<file path="config.mk">
export PLATFORM = sky130hd
export DESIGN_NAME = vector_dot_distance_norm_unit
export DESIGN_NICKNAME = d
export VERILOG_FILES = /design/src/hw/rtl/vdn_pkg.sv /design/src/hw/rtl/vector_dot_distance_norm_unit.sv /design/src/hw/rtl/vdn_front.sv /design/src/hw/rtl/vdn_fifo.sv /design/src/hw/rtl/vdn_back.sv
export VERILOG_INCLUDE_DIRS = /design/src /design/src/hw/rtl
export SDC_FILE = /design/constraint.sdc
export NUM_CORES = 2
export LEC_CHECK = 0
export BUFFER_PORTS_ARGS = -buffer_cell sky130_fd_sc_hd__buf_2
export CAP_MARGIN = 10
export CELL_PAD_IN_SITES_DETAIL_PLACEMENT = 0
export CELL_PAD_IN_SITES_GLOBAL_PLACEMENT = 2
export CORE_UTILIZATION = 38
export DETAILED_ROUTE_END_ITERATION = 6
export HOLD_SLACK_MARGIN = 0.12
export PLACE_DENSITY_LB_ADDON = 0.25
export SYNTH_ARGS = -nofsm -noshare
export SYNTH_HDL_FRONTEND = slang
export SYNTH_SLANG_ARGS = --single-unit
</file>
<file path="constraint.sdc">
create_clock -name clk -period 6.9 [get_ports clk]
set_input_delay 0.69 -clock clk [delete_from_list [all_inputs] [get_ports clk]]
set_output_delay 0.69 -clock clk [all_outputs]
set_load 0.005 [all_outputs]
</file>
<file path="src/hw/rtl/vector_dot_distance_norm_unit_assert.svh">
// assertion macros shared by the vector dot / distance / norm unit
// no dependencies; include by bare file name
`ifndef VECTOR_DOT_DISTANCE_NORM_UNIT_ASSERT_SVH
`define VECTOR_DOT_DISTANCE_NORM_UNIT_ASSERT_SVH

// expression must never hold at a clock edge outside reset
`define VDN_ASSERT_NEVER(lbl, clk, rst_n, expr, msg) \
	lbl: assert property (@(posedge clk) disable iff (!rst_n) !(expr)) else $error(msg);

// same-cycle implication
`define VDN_ASSERT_IMPL(lbl, clk, rst_n, ante, cons, msg) \
	lbl: assert property (@(posedge clk) disable iff (!rst_n) (ante) |-> (cons)) else $error(msg);

// next-cycle implication
`define VDN_ASSERT_NEXT(lbl, clk, rst_n, ante, cons, msg) \
	lbl: assert property (@(posedge clk) disable iff (!rst_n) (ante) |=> (cons)) else $error(msg);

`endif

</file>
<file path="src/hw/rtl/vdn_pkg.sv">
// shared types and constants of the vector dot / distance / norm unit
// no dependencies
package vdn_pkg;

	localparam int DEF_MAX_LEN    = 256;
	localparam int DEF_ELEM_WIDTH = 16;
	localparam int ACC_W          = 41;
	localparam int TERM_W         = 43;
	localparam int Q_DEPTH        = 2;

	localparam logic signed [ACC_W-1:0] ACC_MAX  = {1'b0, {(ACC_W-1){1'b1}}};
	localparam logic signed [ACC_W-1:0] ACC_MIN  = {1'b1, {(ACC_W-1){1'b0}}};
	localparam logic [TERM_W-1:0]       TERM_CAP = {1'b1, {(TERM_W-1){1'b0}}};

	typedef enum logic [1:0] {
		OP_DOT  = 2'd0,
		OP_DIST = 2'd1,
		OP_MAG  = 2'd2
	} op_t;

	// one finished vector, handed from the accumulator to the result side
	typedef struct packed {
		logic signed [ACC_W-1:0] acc;
		logic                    sat;
		op_t                     op;
	} job_t;

endpackage

</file>
<file path="src/hw/rtl/vector_dot_distance_norm_unit.sv">
// vector dot product / euclidean distance / magnitude unit, top level
// depends on vdn_pkg, vdn_front, vdn_fifo, vdn_back and the assertion header
//
//  channel   handshake        payload
//  input     push / full      a_elem, b_elem, last, opcode
//  result    empty / pop      value, saturated, op_done
//
// one element pair per cycle enters the accumulator while full is low, behind the operand and product registers
// a finished vector waits in a two-entry queue; the square root unit takes one result bit
// per cycle, so a distance or magnitude result passes ST_ROOT, a dot result goes straight to ST_WAIT
// full rises only while a last element sits at the accumulator and the queue is full
// arst_n clears all control state and the accumulator; nothing waits after reset
`include "vector_dot_distance_norm_unit_assert.svh"

module vector_dot_distance_norm_unit #(
	parameter int MAX_LEN    = vdn_pkg::DEF_MAX_LEN,
	parameter int ELEM_WIDTH = vdn_pkg::DEF_ELEM_WIDTH
) (
	input  logic                             clk,
	input  logic                             arst_n,
	input  logic signed [ELEM_WIDTH-1:0]     a_elem,
	input  logic signed [ELEM_WIDTH-1:0]     b_elem,
	input  logic                             last,
	input  logic [1:0]                       opcode,
	input  logic                             push,
	output logic                             full,
	output logic signed [vdn_pkg::ACC_W-1:0] value,
	output logic                             saturated,
	output logic [1:0]                       op_done,
	output logic                             empty,
	input  logic                             pop
);
	import vdn_pkg::*;

	logic q_push, q_full, q_pop, q_empty;
	job_t q_job, q_head;

	vdn_front #(
		.MAX_LEN   (MAX_LEN),
		.ELEM_WIDTH(ELEM_WIDTH)
	) u_front (
		.clk   (clk),
		.arst_n(arst_n),
		.a_elem(a_elem),
		.b_elem(b_elem),
		.last  (last),
		.opcode(opcode),
		.push  (push),
		.full  (full),
		.q_full(q_full),
		.q_push(q_push),
		.q_job (q_job)
	);

	vdn_fifo #(
		.DEPTH(Q_DEPTH)
	) u_fifo (
		.clk    (clk),
		.arst_n (arst_n),
		.wr     (q_push),
		.wr_data(q_job),
		.full   (q_full),
		.rd     (q_pop),
		.rd_data(q_head),
		.empty  (q_empty)
	);

	vdn_back u_back (
		.clk      (clk),
		.arst_n   (arst_n),
		.q_empty  (q_empty),
		.q_head   (q_head),
		.q_pop    (q_pop),
		.value    (value),
		.saturated(saturated),
		.op_done  (op_done),
		.empty    (empty),
		.pop      (pop)
	);

	`VDN_ASSERT_NEVER(a_no_push_full, clk, arst_n, q_push && q_full, "queue transfer while full")
	`VDN_ASSERT_NEVER(a_no_pop_empty, clk, arst_n, q_pop && q_empty, "queue read while empty")
	`VDN_ASSERT_NEXT(a_push_fills, clk, arst_n, q_push && !q_pop, !q_empty, "queue lost a vector")
	`VDN_ASSERT_IMPL(a_full_cause, clk, arst_n, full, q_full, "input stalled without full queue")

endmodule

</file>
<file path="src/hw/rtl/vdn_front.sv">
// element intake: operand selection, multiply stage and saturating accumulator
// depends on vdn_pkg
module vdn_front #(
	parameter int MAX_LEN    = vdn_pkg::DEF_MAX_LEN,
	parameter int ELEM_WIDTH = vdn_pkg::DEF_ELEM_WIDTH
) (
	input  logic                         clk,
	input  logic                         arst_n,
	input  logic signed [ELEM_WIDTH-1:0] a_elem,
	input  logic signed [ELEM_WIDTH-1:0] b_elem,
	input  logic                         last,
	input  logic [1:0]                   opcode,
	input  logic                         push,
	output logic                         full,
	input  logic                         q_full,
	output logic                         q_push,
	output vdn_pkg::job_t                q_job
);
	import vdn_pkg::*;

	localparam int OW    = ELEM_WIDTH + 1;
	localparam int PW    = 2 * OW;
	localparam int EXT_W = (PW > TERM_W) ? PW : TERM_W;
	localparam int SUM_W = TERM_W + 2;
	localparam int CNT_W = $clog2(MAX_LEN + 1);

	logic [CNT_W-1:0] cnt_q;
	op_t              held_op_q;
	logic signed [ACC_W-1:0] acc_q;
	logic             sat_q;

	logic          v_s1, neg_s1, skip_s1, last_s1;
	op_t           op_s1;
	logic [OW-1:0] x_s1, y_s1;

	logic          v_s2, neg_s2, skip_s2, last_s2;
	op_t           op_s2;
	logic [PW-1:0] prod_s2;

	logic adv, accept, first, skip, neg;
	op_t  cur_op;
	logic signed [OW-1:0] a_x, b_x, diff;
	logic [OW-1:0] x_c, y_c;

	logic [EXT_W-1:0]        prod_ext;
	logic [TERM_W-1:0]       term;
	logic signed [SUM_W-1:0] acc_x, term_x, sum;
	logic signed [ACC_W-1:0] acc_nx;
	logic                    sat_nx;

	function automatic logic [OW-1:0] abs_val(input logic signed [OW-1:0] x);
		abs_val = x[OW-1] ? OW'(-x) : OW'(x);
	endfunction

	// the whole front stalls while a finished vector cannot enter the queue
	assign adv    = !(v_s2 && last_s2 && q_full);
	assign full   = !adv;
	assign accept = push && adv;
	assign first  = (cnt_q == '0);
	assign skip   = (cnt_q >= CNT_W'(MAX_LEN));

	always_comb begin
		if (first) begin
			unique case (opcode)
				OP_DOT:  cur_op = OP_DOT;
				OP_DIST: cur_op = OP_DIST;
				default: cur_op = OP_MAG;
			endcase
		end else begin
			cur_op = held_op_q;
		end
	end

	always_comb begin
		a_x  = OW'(a_elem);
		b_x  = OW'(b_elem);
		diff = b_x - a_x;
		neg  = 1'b0;
		unique case (cur_op)
			OP_DOT: begin
				x_c = abs_val(a_x);
				y_c = abs_val(b_x);
				neg = a_elem[ELEM_WIDTH-1] ^ b_elem[ELEM_WIDTH-1];
			end
			OP_DIST: begin
				x_c = abs_val(diff);
				y_c = abs_val(diff);
			end
			default: begin
				x_c = abs_val(a_x);
				y_c = abs_val(a_x);
			end
		endcase
	end

	// cap the product, add or subtract, clamp; past MAX_LEN only flag sat
	always_comb begin
		prod_ext = EXT_W'(prod_s2);
		term     = (prod_ext > EXT_W'(TERM_CAP)) ? TERM_CAP : prod_ext[TERM_W-1:0];
		acc_x    = SUM_W'(acc_q);
		term_x   = $signed(SUM_W'(term));
		sum      = neg_s2 ? (acc_x - term_x) : (acc_x + term_x);
		acc_nx   = acc_q;
		sat_nx   = sat_q;
		if (skip_s2) begin
			sat_nx = 1'b1;
		end else if (sum > SUM_W'(ACC_MAX)) begin
			acc_nx = ACC_MAX;
			sat_nx = 1'b1;
		end else if (sum < SUM_W'(ACC_MIN)) begin
			acc_nx = ACC_MIN;
			sat_nx = 1'b1;
		end else begin
			acc_nx = sum[ACC_W-1:0];
		end
	end

	assign q_push    = adv && v_s2 && last_s2;
	assign q_job.acc = acc_nx;
	assign q_job.sat = sat_nx;
	assign q_job.op  = op_s2;

	always_ff @(posedge clk or negedge arst_n) begin
		if (!arst_n) begin
			cnt_q     <= '0;
			held_op_q <= OP_DOT;
			acc_q     <= '0;
			sat_q     <= 1'b0;
			v_s1      <= 1'b0;
			v_s2      <= 1'b0;
		end else if (adv) begin
			v_s1 <= accept;
			v_s2 <= v_s1;
			if (accept) begin
				held_op_q <= cur_op;
				if (last) begin
					cnt_q <= '0;
				end else if (!skip) begin
					cnt_q <= cnt_q + 1'b1;
				end
			end
			if (v_s2) begin
				if (last_s2) begin
					acc_q <= '0;
					sat_q <= 1'b0;
				end else begin
					acc_q <= acc_nx;
					sat_q <= sat_nx;
				end
			end
		end
	end

	always_ff @(posedge clk) begin
		if (adv) begin
			x_s1    <= x_c;
			y_s1    <= y_c;
			neg_s1  <= neg;
			skip_s1 <= skip;
			last_s1 <= last;
			op_s1   <= cur_op;
			prod_s2 <= PW'(x_s1) * PW'(y_s1);
			neg_s2  <= neg_s1;
			skip_s2 <= skip_s1;
			last_s2 <= last_s1;
			op_s2   <= op_s1;
		end
	end

endmodule

</file>
<file path="src/hw/rtl/vdn_fifo.sv">
// short queue of finished vectors between accumulator and result side
// depends on vdn_pkg
module vdn_fifo #(
	parameter int DEPTH = vdn_pkg::Q_DEPTH
) (
	input  logic          clk,
	input  logic          arst_n,
	input  logic          wr,
	input  vdn_pkg::job_t wr_data,
	output logic          full,
	input  logic          rd,
	output vdn_pkg::job_t rd_data,
	output logic          empty
);
	import vdn_pkg::*;

	localparam int PTR_W = (DEPTH > 1) ? $clog2(DEPTH) : 1;
	localparam int CNT_W = $clog2(DEPTH + 1);

	job_t             slot_q [DEPTH];
	logic [PTR_W-1:0] wr_ptr_q, rd_ptr_q;
	logic [CNT_W-1:0] cnt_q;
	logic             do_wr, do_rd;

	function automatic logic [PTR_W-1:0] next_ptr(input logic [PTR_W-1:0] p);
		next_ptr = (p == PTR_W'(DEPTH - 1)) ? '0 : p + 1'b1;
	endfunction

	assign full    = (cnt_q == CNT_W'(DEPTH));
	assign empty   = (cnt_q == '0);
	assign do_wr   = wr && !full;
	assign do_rd   = rd && !empty;
	assign rd_data = slot_q[rd_ptr_q];

	always_ff @(posedge clk or negedge arst_n) begin
		if (!arst_n) begin
			wr_ptr_q <= '0;
			rd_ptr_q <= '0;
			cnt_q    <= '0;
		end else begin
			if (do_wr) begin
				wr_ptr_q <= next_ptr(wr_ptr_q);
			end
			if (do_rd) begin
				rd_ptr_q <= next_ptr(rd_ptr_q);
			end
			if (do_wr && !do_rd) begin
				cnt_q <= cnt_q + 1'b1;
			end else if (do_rd && !do_wr) begin
				cnt_q <= cnt_q - 1'b1;
			end
		end
	end

	always_ff @(posedge clk) begin
		if (do_wr) begin
			slot_q[wr_ptr_q] <= wr_data;
		end
	end

endmodule

</file>
<file path="src/hw/rtl/vdn_back.sv">
// result side: iterative floor square root and the output register
// depends on vdn_pkg
module vdn_back (
	input  logic                             clk,
	input  logic                             arst_n,
	input  logic                             q_empty,
	input  vdn_pkg::job_t                    q_head,
	output logic                             q_pop,
	output logic signed [vdn_pkg::ACC_W-1:0] value,
	output logic                             saturated,
	output logic [1:0]                       op_done,
	output logic                             empty,
	input  logic                             pop
);
	import vdn_pkg::*;

	localparam int SQ_W   = ACC_W - 1;
	localparam int STEPS  = SQ_W / 2;
	localparam int ROOT_W = STEPS;
	localparam int REM_W  = ROOT_W + 3;
	localparam int STEP_W = $clog2(STEPS);

	typedef enum logic [2:0] {
		ST_IDLE = 3'b001,
		ST_ROOT = 3'b010,
		ST_WAIT = 3'b100
	} bk_state_t;

	bk_state_t state_q;
	logic      out_valid_q;
	logic [STEP_W-1:0] step_q;
	logic [SQ_W-1:0]   rad_q;
	logic [REM_W-1:0]  rem_q;
	logic [ROOT_W-1:0] root_q;
	logic signed [ACC_W-1:0] res_q;
	logic  sat_q;
	op_t   op_q;
	logic signed [ACC_W-1:0] value_q;
	logic  saturated_q;
	op_t   op_done_q;

	logic [REM_W-1:0]  rem_sh, trial, rem_nx;
	logic [ROOT_W-1:0] root_nx;
	logic              load_out, root_end;

	// one result bit per cycle, two radicand bits shifted in
	always_comb begin
		rem_sh = {rem_q[REM_W-3:0], rad_q[SQ_W-1 -: 2]};
		trial  = REM_W'({root_q, 2'b01});
		if (rem_sh >= trial) begin
			rem_nx  = rem_sh - trial;
			root_nx = {root_q[ROOT_W-2:0], 1'b1};
		end else begin
			rem_nx  = rem_sh;
			root_nx = {root_q[ROOT_W-2:0], 1'b0};
		end
	end

	assign q_pop    = (state_q == ST_IDLE) && !q_empty;
	assign root_end = (state_q == ST_ROOT) && (step_q == STEP_W'(STEPS - 1));
	assign load_out = (state_q == ST_WAIT) && (!out_valid_q || pop);

	assign value     = value_q;
	assign saturated = saturated_q;
	assign op_done   = op_done_q;
	assign empty     = !out_valid_q;

	always_ff @(posedge clk or negedge arst_n) begin
		if (!arst_n) begin
			state_q     <= ST_IDLE;
			out_valid_q <= 1'b0;
			step_q      <= '0;
		end else begin
			if (load_out) begin
				out_valid_q <= 1'b1;
			end else if (pop) begin
				out_valid_q <= 1'b0;
			end
			unique case (state_q)
				ST_IDLE: begin
					step_q <= '0;
					if (!q_empty) begin
						state_q <= (q_head.op == OP_DOT) ? ST_WAIT : ST_ROOT;
					end
				end
				ST_ROOT: begin
					step_q <= step_q + 1'b1;
					if (root_end) begin
						state_q <= ST_WAIT;
					end
				end
				ST_WAIT: begin
					if (load_out) begin
						state_q <= ST_IDLE;
					end
				end
				default: state_q <= ST_IDLE;
			endcase
		end
	end

	always_ff @(posedge clk) begin
		if (q_pop) begin
			sat_q  <= q_head.sat;
			op_q   <= q_head.op;
			res_q  <= q_head.acc;
			rad_q  <= q_head.acc[ACC_W-1] ? '0 : q_head.acc[SQ_W-1:0];
			rem_q  <= '0;
			root_q <= '0;
		end else if (state_q == ST_ROOT) begin
			rad_q  <= {rad_q[SQ_W-3:0], 2'b00};
			rem_q  <= rem_nx;
			root_q <= root_nx;
			if (root_end) begin
				res_q <= $signed(ACC_W'(root_nx));
			end
		end
		if (load_out) begin
			value_q     <= res_q;
			saturated_q <= sat_q;
			op_done_q   <= op_q;
		end
	end

endmodule
</file>
* After elaboration in Yosys (flattened, before gate mapping)
Memories as Yosys holds them, arrays and structs flattened. Index checks and enable logic that the tools add are counted.
Storage, ports and cells: bits in registers 315, RAM bits 88, memories 1
Operators by class: add/subtract/negate cells 13, multiply operators 1, order comparisons 5, equality and inequality tests 11, multiplexer cells 41, bitwise logic cells 2, reductions and logical operators 34
Memory list:
- u_fifo.slot_q | words 2, bits a word 44, rd ports 1, clocked after Yosys merged registers in 0, write ports 1, RTL line vdn_fifo.sv:20 | job_t slot_q [DEPTH];
Operators by type and width (number):
- 41-bit 2-to-1 mux | 7
- 40-bit 2-to-1 mux | 3
- 17-bit 2-to-1 mux | 4
- 41-bit by 44-bit adder with 45-bit output | 1
- 45-bit by 41-bit greater-than comparator with 1-bit output, second input constant | 1
- 45-bit by 41-bit < comparator with 1-bit output, second input constant | 1
- 45-bit 2-to-1 mux | 1
- 41-bit by 44-bit subtractor with 45-bit output | 1
- 34-bit by 43-bit greater-than comparator with 1-bit output, second input constant | 1
- 43-bit 2-to-1 mux | 1
- 17-bit by 17-bit multiplier with 34-bit output | 1
- 16-bit negation with 17-bit output | 2
- 17-bit case mux with 2 select lines | 1
- 23-bit by 22-bit greater-or-equal comparator with 1-bit output | 1
- 21-bit 2-to-1 mux | 1
- 21-bit subtractor | 1
- 9-bit 2-to-1 mux | 2
- 17-bit negation | 1
- 16-bit by 16-bit subtractor with 17-bit output | 1
- 1-bit logical AND | 12
- 3-bit 2-to-1 mux | 4
- 1-bit 2-to-1 mux | 11
- 5-bit case mux with 2 select lines | 1
- 2-bit nonzero test | 5
- 25 further kinds | 42

* Longest topological paths before layout
word-level depth 10, mapped depth 26

* By module
Synthesis repeated with hierarchy kept, for this count alone.
Unflattened totals: cells, all modules 3283, area total of the unflattened synthesis 31833.0 sq um
By module, submodules not included:
- vdn_front | instances 1, cells each 2398, area an instance 20315.7 sq um, seq. area each 3718.6 sq um
- vdn_back | instances 1, cells each 729, area an instance 7945.1 sq um, seq. area each 4890.9 sq um
- vdn_fifo | instances 1, cells each 156, area an instance 3572.2 sq um, seq. area each 2742.6 sq um

* Least setup slack after synthesis
OpenSTA, ideal clock, no wires.
kind flip-flop to flip-flop, from register u_front.y_s1[7], to register u_front.prod_s2[33] (data pin), library setup time 261 ps, data arrival time 6194 ps, required time 6639 ps, setup slack 445 ps, cell stages (with the launch flop) 24, buffers on the path 2, cell sequence edfxtp_1 -> clkbuf_1 -> clkbuf_1 -> nand2_1 -> fa_1 -> inv_1 -> fa_1 -> inv_1 -> fa_1 -> inv_1 -> fa_1 -> inv_1 -> fa_1 -> inv_1 -> fa_1 -> ha_1 -> and3_1 -> a211oi_1 -> a2bb2oi_1 -> a21oi_1 -> nor2_1 -> a211oi_1 -> o31a_1 -> o311a_1
On the way: word-level cells in the longest chain between the ends 1
RTL lines:
- from (decl) | RTL line vdn_front.sv:34 | logic [OW-1:0] x_s1, y_s1;
- from (signal assigned) | RTL line vdn_front.sv:157 | y_s1 <= y_c;
- 17-bit by 17-bit multiplier with 34-bit output | RTL line vdn_front.sv:162 | prod_s2 <= PW'(x_s1) * PW'(y_s1);
- to (signal assigned) | RTL line vdn_front.sv:162
- to (decl) | RTL line vdn_front.sv:38 | logic [PW-1:0] prod_s2;
No other way between the ends. A chain may end at the register's enable or synchronous reset.

* Worst setup path after layout
from register u_front.y_s1[4], to register u_front.prod_s2[31] (data pin)
Same word-level chain as after synthesis.

==> flow_summary_export.csv <==
group,metric,value,unit
timing,finalHoldViolations,0,
worst_setup_path,reg2regPathDepth,21,
die,die_w,288,um
die,die_h,288,um
clock_tree,cts_tree,"yes",
worst_setup_path,r2r_slack,0.29,ns
cells_and_area,diodes,0,
global_route,antenna_found_initial,0,
cells_and_area,fillers,7759,
cells_and_area,syn_to_final_growth,12.3,%
global_route,grt_first_pass_wirelength,130000,um
logic_synthesis,syn_nets,3624,
logic_synthesis,avgSynthCellArea,9.85,um^2
cells_and_area,stdcell_count,4372,
worst_setup_path,startpoint,"u_front.y_s1[4]",
detailed_routing,routed_wl,81200,um
clock_tree,holdBufCountCts,0,
min_path,hold_path_class,"primary input to async pin",
place,placed_cell_area,33300,um^2
logic_synthesis,ys_ff_latch,403,
timing,rsz0062_at_grt,"true",
logic_synthesis,synthArstFlopShare,0.169,
worst_setup_path,crit_end,"u_front.prod_s2[31]",
detailed_routing,wl_met2,39900,um
logic_synthesis,synth_most_common_cell,"nand2_1",
detailed_routing,met1Wirelength,37300,um
timing,drv_slew,0,
logic_synthesis,synth_common_cells,"nand2_1 (418), inv_1 (378), edfxtp_1 (294), fa_1 (226), ha_1 (198)",
detailed_routing,wl_met3,2710,um
place,placement.io_buffers,84,
global_route,grt_pass1_vias,23300,
outcome,status,"finished, violations left",
logic_synthesis,yosys-top-cells-area,"edfxtp_1 (28%), fa_1 (15%), ha_1 (8.0%), dfrtp_1 (5.4%), nand2_1 (5.0%)",
logic_synthesis,netlist_instances,3161,
place,dpl.cell_count,4276,
die,start_util,0.385,
worst_setup_path,reg2reg_from,"u_front.y_s1[4]",
detailed_routing,vias,22600,
worst_setup_path,crit_path_end_kind,"flop",
detailed_routing,drc,7,
logic_synthesis,synth_area,31100,um^2
cells_and_area,stdcell_area,35000,um^2
logic_synthesis,yosys.area.top_type_share,0.283,
detailed_routing,first_pass_iters,7,
worst_setup_path,required,7.24,ns
worst_setup_path,timing.rr.end,"u_front.prod_s2[31]",
global_route,grt_max_degree,94,
clock_tree,cts.clk_slew.worst_paths,0.06,ns
place,routabilityCongestion,0.887,
worst_setup_path,critPathMaxFanout,10,
timing,fin_crit_sh,0.958,
timing,skew,0.0331,ns
logic_synthesis,synth-edff-count,294,
logic_synthesis,synth_warnings,0,
cells_and_area,nNetsFinal,3735,
timing,max_slew_margin,0.279,
detailed_routing,via_per_inst,5.17,
logic_synthesis,yosysUniqueCellTypes,79,
detailed_routing,drtIter0Drc,1126,
clock_tree,htree_num_levels,2,
die,die-area,83100,um^2
timing,min_period,6.61,ns
cells_and_area,finish.utilization,0.433,
logic_synthesis,seq_area_frac_synth,0.364,
global_route,grt-ovfl-total,0,
detailed_routing,highest_layer,"met4",
logic_synthesis,synth_flop_cell,"edfxtp_1",
global_route,track_usage,0.198,
die,core-area,80800,um^2
worst_setup_path,start_kind,"flop",
flow_run,maxCapViolCount,0,
detailed_routing,wl_per_cell,18.6,um
place,hpwl,64300,um
timing,worstMarginPinSlew,1.08,ns
timing,max_freq,151,MHz
outcome,violations,"DRC",
worst_setup_path,arrival,6.95,ns
logic_synthesis,yosys.area.top_type,"edfxtp_1",
clock_tree,cts_made_buffers,48,
clock_tree,cts_root_buffer,"clkbuf_16",
worst_setup_path,crit_type,"flop to flop",
timing,final-setup-viol-count,0,
cells_and_area,drive_gt1_frac,0.0999,
detailed_routing,ant_nets,0,
clock_tree,clock-sinks,403,
timing,holdWs,0.251,ns
die,rows,104,
die,io_pins,85,
clock_tree,insertion_delay,0.61,ns
clock_tree,cts_buffer_depth,3,
## sequential cells by signal (all words and copies together) (netlist names), 17 cells and up
register and cells:
u_fifo.slot_q 88, u_back.res_q 41, u_back.value 41, u_front.acc_q 41
u_back.rad_q 40, u_front.prod_s2 34, u_back.rem_q 21, u_back.root_q 20
u_front.x_s1 17, u_front.y_s1 17
## layout by cell type, fill, tap and decap left out, types with 19 or more instances in the layout
cell,instances
mux2i_1,76
nor2_1,159
xnor2_1,129
a31oi_1,22
nor3_1,44
nand2_1,418
o21bai_1,23
dfrtp_1,66
xor2_1,43
nand2b_1,21
or3_1,21
fa_1,226
dfxtp_1,41
o211ai_1,19
a21o_1,27
o21ai_0,142
buf_4,121
buf_2,83
ha_1,198
nand3_1,35
and2_1,109
edfxtp_1,294
a21oi_1,163
a2bb2oi_1,30
inv_1,378
clkbuf_16,49
o31ai_1,52
a22o_1,31
## worst min-delay path by stage
stage | start | slack, ns | to
after floorplan | arst_n | 0.39 | u_back.out_valid_q
after global placement | u_back.res_q[38] | 0.40 | u_back.value[38]
after detailed placement | u_front.neg_s1 | 0.40 | u_front.neg_s2
after CTS | arst_n | 0.27 | u_front.acc_q[23]
after global routing | arst_n | 0.32 | u_fifo.rd_ptr_q
final | arst_n | 0.25 | u_fifo.rd_ptr_q
## critical path, cell delays in order (launching register included)
cell	delay, ns
edfxtp_1	0.57
buf_4	0.25
nand2_1	0.09
fa_1	0.55
inv_1	0.07
fa_1	0.45
fa_1	0.51
inv_1	0.05
fa_1	0.47
inv_1	0.05
fa_1	0.50
fa_1	0.43
ha_1	0.35
and3_1	0.28
and3_1	0.21
nand4_1	0.14
a21oi_2	0.28
nor2_1	0.12
a211oi_2	0.32
o31a_1	0.29
nor3_1	0.08
a211o_1	0.26
## repair_timing
action | 4_1_cts | 5_1_grt
gates resized for setup | 0 | 5
hold endpoints to repair | 0 | 0
setup endpoints to repair | 0 | 4
setup buffers | 0 | 6
## layer usage
metal  track usage  vias to the layer above
met2         0.345                      382
li1              -                    11100
met1         0.264                    11100
met4        0.0390                        0
met5             0                        -
met3        0.0229                       85
## area by class of cell
| type | count | area (um^2) | area share |
|---|---|---|---|
| multi-input cells | 2234 | 17900 | 0.511 |
| flip-flops and latches | 403 | 11400 | 0.324 |
| inverters | 378 | 1420 | 0.0405 |
| repair buffers | 207 | 1380 | 0.0395 |
| clock buffers | 67 | 1360 | 0.0390 |
| well taps | 1060 | 1330 | 0.0379 |
| clock inverters | 23 | 272 | 0.00776 |
## per-stage QoR
stage               TNS, ns  setup slack, ns
floorplan                 0            0.445
global placement          0            0.127
detailed placement        0           0.0503
CTS                       0         0.000619
global route        -0.0361          -0.0241
finish                    0            0.287
## logic make-up after synthesis
logic type	Yosys count	share of synthesized area
muxes	85	0.0277
adders and majority gates	424	0.225
DFF	403	0.364
AOI/OAI and AO/OA	637	0.134
buffers and inverters	524	0.0642
and+or+nand+nor	916	0.137
xor gates and xnor gates	172	0.0484
Power is left out: the tool's default activity adds up to more than one toggle a clock period on the data nets, which glitch-free logic cannot reach.
